==> src/rtl/core/drne_pkg.sv <==
// ----------------------------------------------------------------------------
// drne_pkg
// Shared constants, register codes and controller/datapath types for the
// depth range normalize and encode unit.
// ----------------------------------------------------------------------------
package drne_pkg;

    localparam int MAX_PIXELS_DEF  = 524288;
    localparam int SAMPLE_BITS_DEF = 24;

    localparam int CFG_IDX_W  = 2;
    localparam int CFG_DATA_W = 20;
    localparam int FRAME_W    = 20;
    localparam int FAR_W      = 16;
    localparam int SMOOTH_W   = 16;
    localparam int ENC_W      = 16;
    localparam int RECIP_W    = 32;
    localparam int REM_W      = 49;

    localparam logic [CFG_IDX_W-1:0] CFG_FRAME_PIXELS    = 2'd0;
    localparam logic [CFG_IDX_W-1:0] CFG_FAR_PLANE       = 2'd1;
    localparam logic [CFG_IDX_W-1:0] CFG_RANGE_SMOOTHING = 2'd2;

    localparam logic [FRAME_W-1:0]  FRAME_PIXELS_RST = 20'd268324;
    localparam logic [FAR_W-1:0]    FAR_PLANE_RST    = 16'd1000;
    localparam logic [SMOOTH_W-1:0] SMOOTHING_RST    = 16'd13107;

    localparam logic [16:0]      ONE_Q16    = 17'h10000;
    localparam logic [ENC_W-1:0] ENC_FAR    = 16'hFFFF;

    localparam logic [4:0] ENC_DIV_LAST = 5'd16;
    localparam logic [4:0] RCP_DIV_LAST = 5'd31;

    typedef struct packed {
        logic accept;
        logic store_wr;
        logic norm;
        logic cmp;
        logic mul_hi;
        logic mul_lo;
        logic tsum;
        logic enc;
        logic div_start_enc;
        logic div_start_rcp;
        logic div_step;
        logic out_load;
        logic blend_diff;
        logic blend_mul;
        logic blend_add;
        logic width_upd;
        logic recip_load;
    } drne_cmd_t;

    typedef struct packed {
        logic vflag;
        logic last;
        logic out_busy;
    } drne_status_t;

endpackage

==> src/rtl/core/drne_ctrl.sv <==
// ----------------------------------------------------------------------------
// drne_ctrl
// Sequencer for one sample: store access, normalize, encode division and,
// on the last pixel of a frame, the range update and reciprocal division.
// ----------------------------------------------------------------------------
module drne_ctrl (
    input  logic                   clk,
    input  logic                   rst_n,
    input  logic                   in_valid,
    output logic                   in_ready,
    input  logic                   cfg_valid,
    output logic                   cfg_ready,
    input  drne_pkg::drne_status_t status,
    output drne_pkg::drne_cmd_t    cmd
);

    localparam logic [4:0] ST_IDLE   = 5'd0;
    localparam logic [4:0] ST_RD     = 5'd1;
    localparam logic [4:0] ST_CMP    = 5'd2;
    localparam logic [4:0] ST_MULH   = 5'd3;
    localparam logic [4:0] ST_MULL   = 5'd4;
    localparam logic [4:0] ST_TSUM   = 5'd5;
    localparam logic [4:0] ST_ENC    = 5'd6;
    localparam logic [4:0] ST_DSE    = 5'd7;
    localparam logic [4:0] ST_DIV    = 5'd8;
    localparam logic [4:0] ST_OUT    = 5'd9;
    localparam logic [4:0] ST_BDIFF  = 5'd10;
    localparam logic [4:0] ST_BMUL   = 5'd11;
    localparam logic [4:0] ST_BADD   = 5'd12;
    localparam logic [4:0] ST_WID    = 5'd13;
    localparam logic [4:0] ST_RSTART = 5'd14;
    localparam logic [4:0] ST_RDIV   = 5'd15;
    localparam logic [4:0] ST_RLOAD  = 5'd16;

    logic [4:0] state_reg;
    logic [4:0] state_next;
    logic [4:0] cnt_reg;
    logic [4:0] cnt_next;

    always_comb
    begin
        state_next = state_reg;
        cnt_next   = cnt_reg;
        cmd        = '0;
        in_ready   = 1'b0;
        cfg_ready  = 1'b0;
        case (state_reg)
            ST_IDLE:
            begin
                in_ready  = !status.out_busy;
                cfg_ready = 1'b1;
                if (in_valid && !status.out_busy && !cfg_valid)
                begin
                    cmd.accept = 1'b1;
                    state_next = ST_RD;
                end
                else
                begin
                    in_ready = 1'b0;
                end
            end
            ST_RD:
            begin
                cmd.store_wr = 1'b1;
                cmd.norm     = 1'b1;
                state_next   = status.vflag ? ST_CMP : ST_OUT;
            end
            ST_CMP:
            begin
                cmd.cmp    = 1'b1;
                state_next = ST_MULH;
            end
            ST_MULH:
            begin
                cmd.mul_hi = 1'b1;
                state_next = ST_MULL;
            end
            ST_MULL:
            begin
                cmd.mul_lo = 1'b1;
                state_next = ST_TSUM;
            end
            ST_TSUM:
            begin
                cmd.tsum   = 1'b1;
                state_next = ST_ENC;
            end
            ST_ENC:
            begin
                cmd.enc    = 1'b1;
                state_next = ST_DSE;
            end
            ST_DSE:
            begin
                cmd.div_start_enc = 1'b1;
                cnt_next          = drne_pkg::ENC_DIV_LAST;
                state_next        = ST_DIV;
            end
            ST_DIV:
            begin
                cmd.div_step = 1'b1;
                cnt_next     = cnt_reg - 5'd1;
                if (cnt_reg == 5'd0)
                begin
                    state_next = ST_OUT;
                end
            end
            ST_OUT:
            begin
                cmd.out_load = 1'b1;
                state_next   = status.last ? ST_BDIFF : ST_IDLE;
            end
            ST_BDIFF:
            begin
                cmd.blend_diff = 1'b1;
                state_next     = ST_BMUL;
            end
            ST_BMUL:
            begin
                cmd.blend_mul = 1'b1;
                state_next    = ST_BADD;
            end
            ST_BADD:
            begin
                cmd.blend_add = 1'b1;
                state_next    = ST_WID;
            end
            ST_WID:
            begin
                cmd.width_upd = 1'b1;
                state_next    = ST_RSTART;
            end
            ST_RSTART:
            begin
                cmd.div_start_rcp = 1'b1;
                cnt_next          = drne_pkg::RCP_DIV_LAST;
                state_next        = ST_RDIV;
            end
            ST_RDIV:
            begin
                cmd.div_step = 1'b1;
                cnt_next     = cnt_reg - 5'd1;
                if (cnt_reg == 5'd0)
                begin
                    state_next = ST_RLOAD;
                end
            end
            ST_RLOAD:
            begin
                cmd.recip_load = 1'b1;
                state_next     = ST_IDLE;
            end
            default:
            begin
                state_next = ST_IDLE;
            end
        endcase
    end

    always_ff @(posedge clk or negedge rst_n)
    begin
        if (!rst_n)
        begin
            state_reg <= ST_IDLE;
            cnt_reg   <= '0;
        end
        else
        begin
            state_reg <= state_next;
            cnt_reg   <= cnt_next;
        end
    end

endmodule

==> config.mk <==
export PLATFORM = sky130hd
export DESIGN_NAME = drne_ctrl
export DESIGN_NICKNAME = d
export VERILOG_FILES = /design/src/rtl/core/drne_pkg.sv /design/src/rtl/core/drne_ctrl.sv
export SDC_FILE = /design/constraint.sdc
export NUM_CORES = 1
export LEC_CHECK = 0
export BUFFER_PORTS_ARGS = -buffer_cell sky130_fd_sc_hd__buf_4
export CORE_MARGIN = 8
export CORE_UTILIZATION = 48
export CTS_CLUSTER_DIAMETER = 120
export CTS_CLUSTER_SIZE = 8
export DETAILED_ROUTE_END_ITERATION = 16
export GPL_ROUTABILITY_DRIVEN = 0
export GPL_TIMING_DRIVEN = 1
export PLACE_DENSITY_LB_ADDON = 0.12
export REMOVE_ABC_BUFFERS = 1
export SLEW_MARGIN = 20
export SYNTH_ARGS = -nofsm -noshare
export SYNTH_HDL_FRONTEND = slang
export SYNTH_SLANG_ARGS = --single-unit
==> constraint.sdc <==
create_clock -name clk -period 2 [get_ports clk]
set_input_delay 0.4 -clock clk [delete_from_list [all_inputs] [get_ports clk]]
set_output_delay 0.4 -clock clk [all_outputs]
set_load 0.02 [all_outputs]
# Word level (Yosys, flattened, before mapping)
# Cells that the tools add are included.
word_totals:
  register_bits: 10
  input_bits: 7
  out_inout_bits: 19
  word_cells: 58
op_classes:
  addsub: 1
  n_eq_ne: 19
  mux: 27
  n_reduce_logical: 9
op_table:
  columns: ["operator", "count"]
  rows:
  - ["$pmux 5 s16", 1]
  - ["$eq 5x4->1 const B", 8]
  - ["$eq 5x3->1 const B", 4]
  - ["$mux 1", 19]
  - ["$mux 5", 3]
  - ["$pmux 5 s3", 1]
  - ["$eq 5x2->1 const B", 2]
  - ["$logic_not 5->1", 2]
  - ["$mux 4", 2]
  - ["$ne 2x2->1 const B", 3]
  - ["$eq 5x1->1 const B", 1]
  - ["$eq 5x5->1 const B", 1]
  - ["$sub 5x1->5 const B", 1]
  - ["$reduce_and 3->1", 1]
  - ["$reduce_bool 3->1", 1]
  - ["$logic_and 1x1->1", 2]
  - ["$logic_not 1->1", 2]
  - ["$mux 2", 1]
  - ["$reduce_or 2->1", 1]

# Depth between registers and ports, before layout
# Gate-level depths: netlist of the first run.
logic_depth:
  word_depth: 5
  mapped_depth: 6
  ltp_nobuf: 6

# Least setup slack after synthesis of the first run
# OpenSTA, ideal clock, no wires.
synth_timing:
  kind: "flip-flop to output port"
  startpoint: "reg state_reg[2]"
  endpoint: "out cmd[16] (netlist name)"
  t_arrival_ps: 1562
  t_required_ps: 1600
  setup_slack_ps: 38
  stages_incl_launch_ff: 4
  path_buffers: 1
  cell_sequence: "dfrtp_1 -> or3_1 -> clkbuf_1 -> nor4_1"
synth_rtl:
  columns: ["item", "line_no", "source"]
  rows:
  - ["start, declared", "drne_ctrl.sv:35", "logic [4:0] state_reg;"]
  - ["start signal, assigned", "drne_ctrl.sv:169", "state_reg <= state_next;"]
  - ["end, declared", "drne_ctrl.sv:14", "output drne_pkg::drne_cmd_t cmd"]

==> flow_summary_export.csv, run 1 <==
group,metric,value,unit
status,status,"complete, no violations",
clocking,cts.sinks,10,
finish,final_common_cell,"buf_4",
clocking,clkSlewWorstSetupHoldPaths,60,ps
routing,drc,0,
synth,avgSynthCellArea,7.67,um2
placement,io_buffers,25,
routing,final_antenna_net_count,0,
power,switching_share,48.3,%
clocking,cts_tree,"yes",
power,seqPwrFrac,24.6,%
sta,finalCriticalPeriod,1940,ps
global_route,grt_pass1_wl,3920,um
sta,setup_slack,58.7,ps
worst_setup_path,worstPathArrival,1540,ps
finish,layout_common_cells,"buf_4 (36), nand2_1 (12), nor2_1 (11)",
synth,synth.distinct_cells,33,
sta,hold_violations,0,
floorplanning,die_w,56.0,um
routing,firstDrtPassIters,4,
flow_run,maxCapViolCount,0,
sta,max_freq,515,MHz
sta,drv_slew,0,
clocking,cts_buffers,3,
routing,viasPerCell,5.92,
worst_setup_path,path_class,"flop to output port",
min_path,hp-class,"input port to async pin",
finish,area_delta_synth_final,43.4,%
routing,routed_wl,2310,um
finish,insertedDiodeCount,0,
floorplanning,core_area,1510,um2
synth,synthesis.area,767,um2
power,irDropWorstVdd,795,uV
worst_setup_path,crit_path_top_delay_cell,"dfrtp_2",
floorplanning,pin_count,26,
power,internal-power,0.911,mW
synth,syn_inst,100,
clocking,clockBufferDepth,2,
sta,skew,1.05,ps
worst_setup_path,path_buf_inv,1,
placement,dpl-instance-area,977,um2
worst_setup_path,path_depth,3,
floorplanning,rows,14,
global_route,grt_usage,14.6,%
routing,wl_per_cell,15.5,um
sta,finalCritPeriodShare,97.1,%
clocking,htree_levels,1,
worst_setup_path,worstRegToRegCells,5,
worst_setup_path,crit_chain,"or3_1 -> a21oi_4 -> buf_4",
power,power.leakage,0.521,nW
routing,drtIter0Drc,25,
synth,yosysSeqAreaShare,32.6,%
routing,num_vias,882,
global_route,grt_max_degree,13,
sta,worst_pin_slew,265,ps
placement,place_ws,198,ps
finish,fin_area,1100,um2
sta,finalSetupViolations,0,
global_route,grt_pass1_vias,902,
power,powerDensity,1600,nW/um2
worst_setup_path,critPathCaptureType,"output port",
finish,nNetsFinal,143,
sta,slew_headroom,82.3,%
worst_setup_path,cp-start-kind,"flop",
worst_setup_path,critPathRequiredTime,1600,ps
worst_setup_path,critical_path.max_fanout,10,
clocking,root_buffer,"clkbuf_4",
power,pwr-share-comb,67.7,%
finish,drive_gt1_share,42.1,%
power,p_switching,0.853,mW
floorplanning,initial_core_util,50.9,%
synth,yosysWarnings,0,
worst_setup_path,critPathTopFamily,"flip-flops",
floorplanning,die-height,56.0,um
worst_setup_path,max_stage_delay,480,ps
floorplanning,die_area,3130,um2
placement,hpwl,1690,um
clocking,clk_latency,260,ps
global_route,antenna_found_initial,0,
power,p_clk_share,7.8,%
sta,rsz0062_at_grt,"yes",
synth,ys_seq_elements,10,
global_route,overflow,0,
==> area by class of cell <==
cell class | instances | area, um2
multi-input cells | 72 | 478
fillers | 130 | 407
repair buffers | 38 | 285
flip-flops and latches | 10 | 256
inverters | 10 | 37.5
clock buffers | 3 | 22.5
well taps | 16 | 20.0
==> stage by stage <==
stage | TNS [ps] | utilization [%] | hold WS, ps | instances | total power [mW]
final | 0 | 73.0 | 498 | 149 | 1.76
after global routing | -78.1 | 73.0 | 514 | 149 | 1.93
after CTS | 0 | 68.9 | 502 | 144 | 1.65
after detailed placement | 0 | 64.9 | 237 | 139 | 1.46
after global placement | 0 | 64.9 | 235 | 139 | 1.44
after floorplan | -48.3 | - | 104 | 92 | 1.08
==> routing by layer <==
metal | share of wire [%] | vias up | GRT usage [%] | routed length [um]
met5 | 0 | - | 0 | 0
met4 | 2.8 | 0 | 6.87 | 64
met3 | 7.0 | 6 | 4.79 | 162
met2 | 48 | 31 | 24.6 | 1110
met1 | 42 | 422 | 16.0 | 976
li1 | - | 423 | - | -
==> cells by family (layout without fill, tap and decap cells) <==
family | count (synthesis) | after routing | synth area share, %
AOI/OAI and AO/OA | 20 | 20 | 19.9
buffers and inverters | 18 | 51 | 10.4
muxes | 2 | 2 | 2.77
DFF | 10 | 10 | 32.6
adders and majority gates | 1 | 1 | 1.63
and+or+nand+nor | 49 | 49 | 32.6
==> cell usage after synthesis <==
cell type,n,area share (%)
a21o_1,1,0.98
o211ai_1,4,3.9
and3b_1,1,1.1
inv_1,10,4.9
o21ai_0,2,1.3
a311o_1,1,1.3
nor3_1,9,5.9
o31a_1,1,1.1
nand2b_1,4,3.3
a21oi_1,4,2.6
a221o_1,1,1.3
buf_6,1,1.5
buf_4,1,0.98
nand3b_1,2,2.0
a32oi_1,1,1.1
or3b_2,1,1.1
or3_1,2,1.6
nor4_1,3,2.4
mux2i_1,1,1.3
dfrtp_1,10,33
o22ai_2,1,1.6
or4b_4,1,1.8
a21oi_2,1,1.1
mux2_2,1,1.5
nor2_1,11,5.4
nand2_1,12,5.9
ha_1,1,1.6
or2_2,1,0.82
buf_2,1,0.65
nand3_1,2,1.3
a41oi_1,1,1.1
clkbuf_1,5,2.4
o221ai_1,2,2.3
==> path summary, 6_finish.rpt <==
check	from	to	slack, ps
max reg2reg	state_reg[0]$_DFFE_PN0P_	cnt_reg[2]$_DFFE_PN0P_	280
min reg2reg	cnt_reg[4]$_DFFE_PN0P_	cnt_reg[4]$_DFFE_PN0P_	540
min	rst_n	cnt_reg[3]$_DFFE_PN0P_	500
max	state_reg[1]$_DFFE_PN0P_	cmd[6]	60
max in group asynchronous	rst_n	state_reg[4]$_DFFE_PN0P_	1350
min in group clk	cnt_reg[4]$_DFFE_PN0P_	cnt_reg[4]$_DFFE_PN0P_	540
==> repair_timing <==
item	CTS	global route
hold buffers	1	0
gates resized for setup	4	8
setup buffers	1	5
pin swaps	0	3
endpoints found under the hold margin	10	0
setup endpoints to repair	5	9
==> power by group through the flow <==
stage	clock (mW)	combinational (mW)	sequential (mW)
global route	0.147	1.32	0.454
floorplan	0	0.638	0.443
finish	0.137	1.19	0.433
detailed placement	0	1.02	0.438
CTS	0.138	1.08	0.439
global placement	0	1.01	0.431
Power figures use the tool's default switching activity.
==> run 2, diff against run 1 <==
- ABC_AREA: default -> 1
==> run 2 against run 1 <==
  * Setup slack improved by 93 ps
  * Fmax increased by 5.0%
  * Global-route usage decreased by 1.2 points
  * Design area is 6.9% lower
  * Register-to-register slack better by 300 ps
  * Largest power group unchanged
  * First-iteration DRC count fell by 36%
  * Hold slack worse by 97 ps
  * Area after synthesis is 0.98% higher
  * Final cell count rose by 8.7%
==> flow_summary_export.csv, run 2 <==
group,metric,value,unit
sta,worst_pin_slew,279,ps
sta,hold_violations,0,
routing,num_vias,810,
power,pwr-share-comb,64.8,%
floorplanning,die_w,56.2,um
floorplanning,pin_count,26,
synth,synth_edf_count,0,
global_route,antenna_found_initial,0,
worst_setup_path,path_class,"flop to output port",
synth,avgSynthCellArea,6.62,um2
global_route,overflow,0,
global_route,grt_usage,13.4,%
clocking,cts.sinks,10,
worst_setup_path,critPathTopFamily,"simple AND/OR/NAND/NOR gates",
clocking,clk_latency,270,ps
sta,max_freq,541,MHz
routing,viasPerCell,5.00,
global_route,grt_max_degree,11,
placement,dpl-instance-area,975,um2
clocking,cts_buffers,3,
power,powerDensity,1600,nW/um2
worst_setup_path,path_buf_inv,1,
power,internal-power,0.788,mW
worst_setup_path,critPathCaptureType,"output port",
routing,drtIter0Drc,16,
status,status,"complete, no violations",
sta,finalCritPeriodShare,92.4,%
synth,yosysTopAreaCell,"dfrtp_1",
finish,insertedDiodeCount,0,
clocking,clkSlewWorstSetupHoldPaths,60,ps
floorplanning,die-height,56.2,um
sta,slew_headroom,81.4,%
floorplanning,rows,14,
power,switching_share,51.8,%
finish,fin_area,1020,um2
placement,io_buffers,25,
sta,finalSetupViolations,0,
finish,final_common_cell,"buf_4",
global_route,use_met2,22.2,%
finish,layout_common_cells,"buf_4 (25), inv_1 (22), nand2_1 (22)",
synth,yosys-top-cells-area,"dfrtp_1 (32%), inv_1 (11%), nand2_1 (11%)",
global_route,grt_util_met3,5.94,%
worst_setup_path,cp-start-kind,"flop",
worst_setup_path,crit_path_top_delay_cell,"dfrtp_1",
flow_run,maxCapViolCount,0,
worst_setup_path,crit_chain,"nor2_2 -> nand2_2 -> nor3_1 -> buf_4",
worst_setup_path,max_stage_delay,470,ps
synth,synth_ff_type,"dfrtp_1",
placement,hpwl,1640,um
sta,rsz0062_at_grt,"no",
floorplanning,die_area,3160,um2
global_route,grt_pass1_vias,796,
floorplanning,initial_core_util,51.4,%
clocking,cts_setup_buffers,0,
clocking,root_buffer,"clkbuf_4",
worst_setup_path,worstPathArrival,1450,ps
routing,final_antenna_net_count,0,
floorplanning,core_area,1510,um2
synth,syn_inst,117,
global_route,busiest_layer,"met2",
routing,drc,0,
finish,nNetsFinal,155,
global_route,grt_pass1_wl,3480,um
worst_setup_path,critical_path.max_fanout,6,
synth,synth_top_area_share,32.3,%
clocking,clockBufferDepth,2,
synth,synth_common_cells,"inv_1 (22), nand2_1 (22), nor2_1 (20), dfrtp_1 (10), a21oi_1 (6)",
min_path,hp-class,"input port to flop",
finish,drive_gt1_share,30.8,%
global_route,use_met1,14.5,%
power,irDropWorstVdd,824,uV
synth,ys_seq_elements,10,
clocking,cts_tree,"yes",
power,p_switching,0.847,mW
finish,filler_cell_count,137,
finish,multi_input_area,429,um2
synth,async_flop_share,100,%
power,power.leakage,0.597,nW
synth,synthesis.area,774,um2
routing,firstDrtPassIters,4,
synth,yosysSeqAreaShare,32.3,%
synth,yosysWarnings,0,
sta,tns,0,ps
finish,area_delta_synth_final,32.1,%
sta,finalCriticalPeriod,1850,ps
routing,routed_wl,1990,um
routing,wl_per_cell,12.3,um
sta,drv_slew,0,
synth,synth.distinct_cells,23,
sta,skew,10.1,ps
finish,seqCellArea,250,um2
power,p_clk_share,11.0,%
worst_setup_path,critPathRequiredTime,1600,ps
clocking,htree_levels,1,
power,seqPwrFrac,24.2,%
==> run 2: cell types whose count changed in the layout (fill, tap and decap cells not counted), moves of 5 or more <==
cell     before  now
inv_1        10   22
buf_4        36   25
nand2_1      12   22
nor2_1       11   19
dfrtp_1       5   10
dfrtp_2       5    0
nand2_2       0    5
==> run 2: power by group through the flow <==
stage          logic [mW]  registers (mW)  clock network, mW
6_report             1.06           0.396              0.180
3_3_place_gp         1.04           0.386                  0
3_5_place_dp         1.06           0.393                  0
4_1_cts              1.06           0.388              0.184
2_1_floorplan       0.759           0.370                  0
5_1_grt              1.19           0.407              0.196
==> run 2: final cells by class <==
class | count | share of cell area (%)
flip-flops and latches | 10 | 24.4
repair buffers | 26 | 19.3
inverters | 24 | 8.80
well taps | 16 | 1.96
clock buffers | 4 | 3.55
multi-input cells | 82 | 41.9
==> run 2: final timing paths <==
check	slack (ps)	depth (start not counted)	endpoint	from
setup / recovery	150	4	in_ready	state_reg[1]$_DFFE_PN0P_
hold / removal	400	3	state_reg[1]$_DFFE_PN0P_	status[2]
setup reg to reg	580	9	state_reg[2]$_DFFE_PN0P_	cnt_reg[0]$_DFFE_PN0P_
hold reg to reg	470	2	cnt_reg[4]$_DFFE_PN0P_	cnt_reg[4]$_DFFE_PN0P_
max in group asynchronous	1360	2	state_reg[1]$_DFFE_PN0P_	rst_n
min in group asynchronous	490	2	cnt_reg[0]$_DFFE_PN0P_	rst_n
==> run 2: worst reg2reg max path, delay by kind of cell (launching register included) <==
kind                       cells  cell delay (ps)
adders and majority gates      1              200
buffers and inverters          1              110
and+or+nand+nor                7              630
DFF                            1              360
==> run 2: timing repair <==
action / CTS / global route
hold buffers: 1 / 0
gates resized for setup: 0 / 1
setup endpoints to repair: 0 / 1
endpoints found under the hold margin: 10 / 0
==> run 2: logic make-up (layout without fill, tap and decap cells) <==
family	Yosys count	in the layout	synth area share (%)
flops	10	10	32.3
buf+inv	25	54	12.6
xor+xnor	2	2	2.26
fa+ha+maj	1	1	1.62
simple gates	68	68	43.8
compound gates	11	11	7.43
==> run 2: per-stage QoR <==
stage	setup slack (ps)	util, %	power [mW]	hold WS (ps)	std cells
finish	151	67.9	1.63	401	162
global route	49.5	67.9	1.80	394	162
CTS	106	67.8	1.63	389	162
detailed placement	413	64.7	1.45	235	157
global placement	414	64.7	1.42	235	157
floorplan	288	-	1.13	104	116
==> run 2: metal layers <==
layer | vias to the layer above | part of all wire, %
met3 | 4 | 8.1
met2 | 26 | 48
met5 | - | 0
met4 | 0 | 1.4
li1 | 423 | -
met1 | 357 | 43
==> run 3, diff against run 2 <==
- REMOVE_ABC_BUFFERS: 1 -> default
==> run 3 against run 2 <==
  * Fmax is 2.5% lower
  * Clock power rose by 3%
  * First-iteration DRC count fell by 25%
  * Register-to-register slack is essentially flat
  * Count of clock-buffer cells in the layout did not move
  * Sequential share of layout area increased by 0.060 points
  * Utilization fell by 0.17 points
  * Wire length decreased by 0.35%
  * Power is 0.27% lower
  * Flip-flop and latch count unchanged
  * Largest cell class unchanged
==> flow_summary_export.csv, run 3 (synthesis gave the netlist of run 2 again) <==
group,metric,value,unit
finish,filler_cell_count,139,
power,total_power,1.63,mW
power,pwr-share-comb,65.3,%
worst_setup_path,max_stage_delay,410,ps
routing,wl_per_cell,12.3,um
worst_setup_path,path_buf_inv,2,
routing,final_antenna_net_count,0,
routing,drtIter0Drc,12,
sta,finalSetupViolations,0,
sta,finalCriticalPeriod,1900,ps
clocking,root_buffer,"clkbuf_4",
power,power.leakage,0.597,nW
synth,synth_nets,125,
routing,routed_wl,1990,um
routing,firstDrtPassIters,4,
floorplanning,die-height,56.2,um
power,switching_share,51.8,%
clocking,ctsResizeCount,0,
sta,setup_slack,104,ps
clocking,clk_latency,270,ps
worst_setup_path,path_class,"flop to output port",
power,p_switching,0.844,mW
sta,holdWs,407,ps
sta,hold_violations,0,
sta,tns,0,ps
clocking,clockBufferDepth,2,
min_path,hp-class,"input port to flop",
clocking,cts_hold_buf,1,
finish,fin_area,1020,um2
placement,place_ws,443,ps
global_route,overflow,0,
finish,layout_common_cells,"buf_4 (25), inv_1 (22), nand2_1 (22)",
sta,max_freq,527,MHz
routing,viasPerCell,5.10,
floorplanning,pin_count,26,
power,powerDensity,1600,nW/um2
sta,worst_pin_slew,288,ps
flow_run,maxCapViolCount,0,
worst_setup_path,crit_path_top_delay_cell,"dfrtp_1",
global_route,grt_pass1_wl,3380,um
power,p_clk_share,11.4,%
clocking,cts_setup_buffers,0,
status,status,"complete, no violations",
worst_setup_path,worstPathArrival,1500,ps
worst_setup_path,critPathTopFamily,"simple AND/OR/NAND/NOR gates",
worst_setup_path,crit_chain,"nor2_1 -> inv_1 -> nor3_1 -> buf_4",
placement,dpl-instance-area,975,um2
sta,skew,4.39,ps
finish,drive_gt1_share,30.1,%
sta,slew_headroom,80.7,%
clocking,htree_levels,1,
global_route,grt_pass1_vias,776,
floorplanning,die_w,56.2,um
global_route,grt_usage,12.9,%
routing,num_vias,826,
power,internal-power,0.786,mW
worst_setup_path,critPathRequiredTime,1600,ps
worst_setup_path,critPathCaptureType,"output port",
finish,insertedDiodeCount,0,
routing,drc,0,
floorplanning,core_area,1510,um2
floorplanning,initial_core_util,51.4,%
clocking,cts_buffers,3,
clocking,cts.sinks,10,
finish,area_delta_synth_final,31.8,%
power,irDropWorstVdd,784,uV
sta,finalCritPeriodShare,94.8,%
finish,nNetsFinal,155,
floorplanning,rows,14,
sta,drv_slew,0,
global_route,antenna_found_initial,0,
global_route,grt_max_degree,11,
clocking,cts_tree,"yes",
worst_setup_path,critical_path.max_fanout,6,
placement,io_buffers,25,
power,seqPwrFrac,23.3,%
finish,final_common_cell,"buf_4",
placement,hpwl,1670,um
sta,rsz0062_at_grt,"no",
clocking,clkSlewWorstSetupHoldPaths,70,ps
worst_setup_path,cp-start-kind,"flop",
floorplanning,die_area,3160,um2
-- run 3: path summary, 6_finish.rpt --
check / start / endpoint / slack [ps] / cells after the start
worst max register to register: cnt_reg[0]$_DFFE_PN0P_ / state_reg[1]$_DFFE_PN0P_ / 570 / 9
worst min-delay path: status[2] / state_reg[1]$_DFFE_PN0P_ / 410 / 3
max in group asynchronous: rst_n / cnt_reg[3]$_DFFE_PN0P_ / 1370 / 2
worst max-delay path: state_reg[2]$_DFFE_PN0P_ / cmd[12] / 100 / 4
min in group asynchronous: rst_n / cnt_reg[1]$_DFFE_PN0P_ / 490 / 2
worst min register to register: cnt_reg[4]$_DFFE_PN0P_ / cnt_reg[4]$_DFFE_PN0P_ / 480 / 2
-- run 3: tightest hold or removal path, stage by stage --
cell and delay (ps):
buf_4 90, a21oi_1 80, nand3_2 80
-- run 3: layout make-up --
class	count	area, um2	share of cell area [%]
multi-input combinational	82	427	41.8
sequential	10	250	24.5
timing repair buffer	26	198	19.4
inverter	24	90.1	8.82
clock buffer	4	36.3	3.55
tap	16	20.0	1.96
-- run 3: layer usage --
layer	share of wire [%]	GRT usage, %	up-vias
met1	44	15.2	376
met5	0	0	-
met3	9.2	7.08	0
met4	0	2.06	0
li1	-	-	420
met2	46	20.3	30
-- run 3: through the flow --
stage                     std cells  util [%]
after floorplan                 117         -
after global placement          157      64.7
after detailed placement        157      64.7
after CTS                       162      67.8
after global routing            162      67.8
final                           162      67.8
-- run 3: power groups by stage --
stage          logic (mW)  clock network, mW  registers, mW
3_3_place_gp         1.04                  0          0.379
5_1_grt              1.19              0.200          0.395
6_report             1.06              0.186          0.380
3_5_place_dp         1.06                  0          0.385
4_1_cts              1.07              0.193          0.381
2_1_floorplan       0.771                  0          0.370
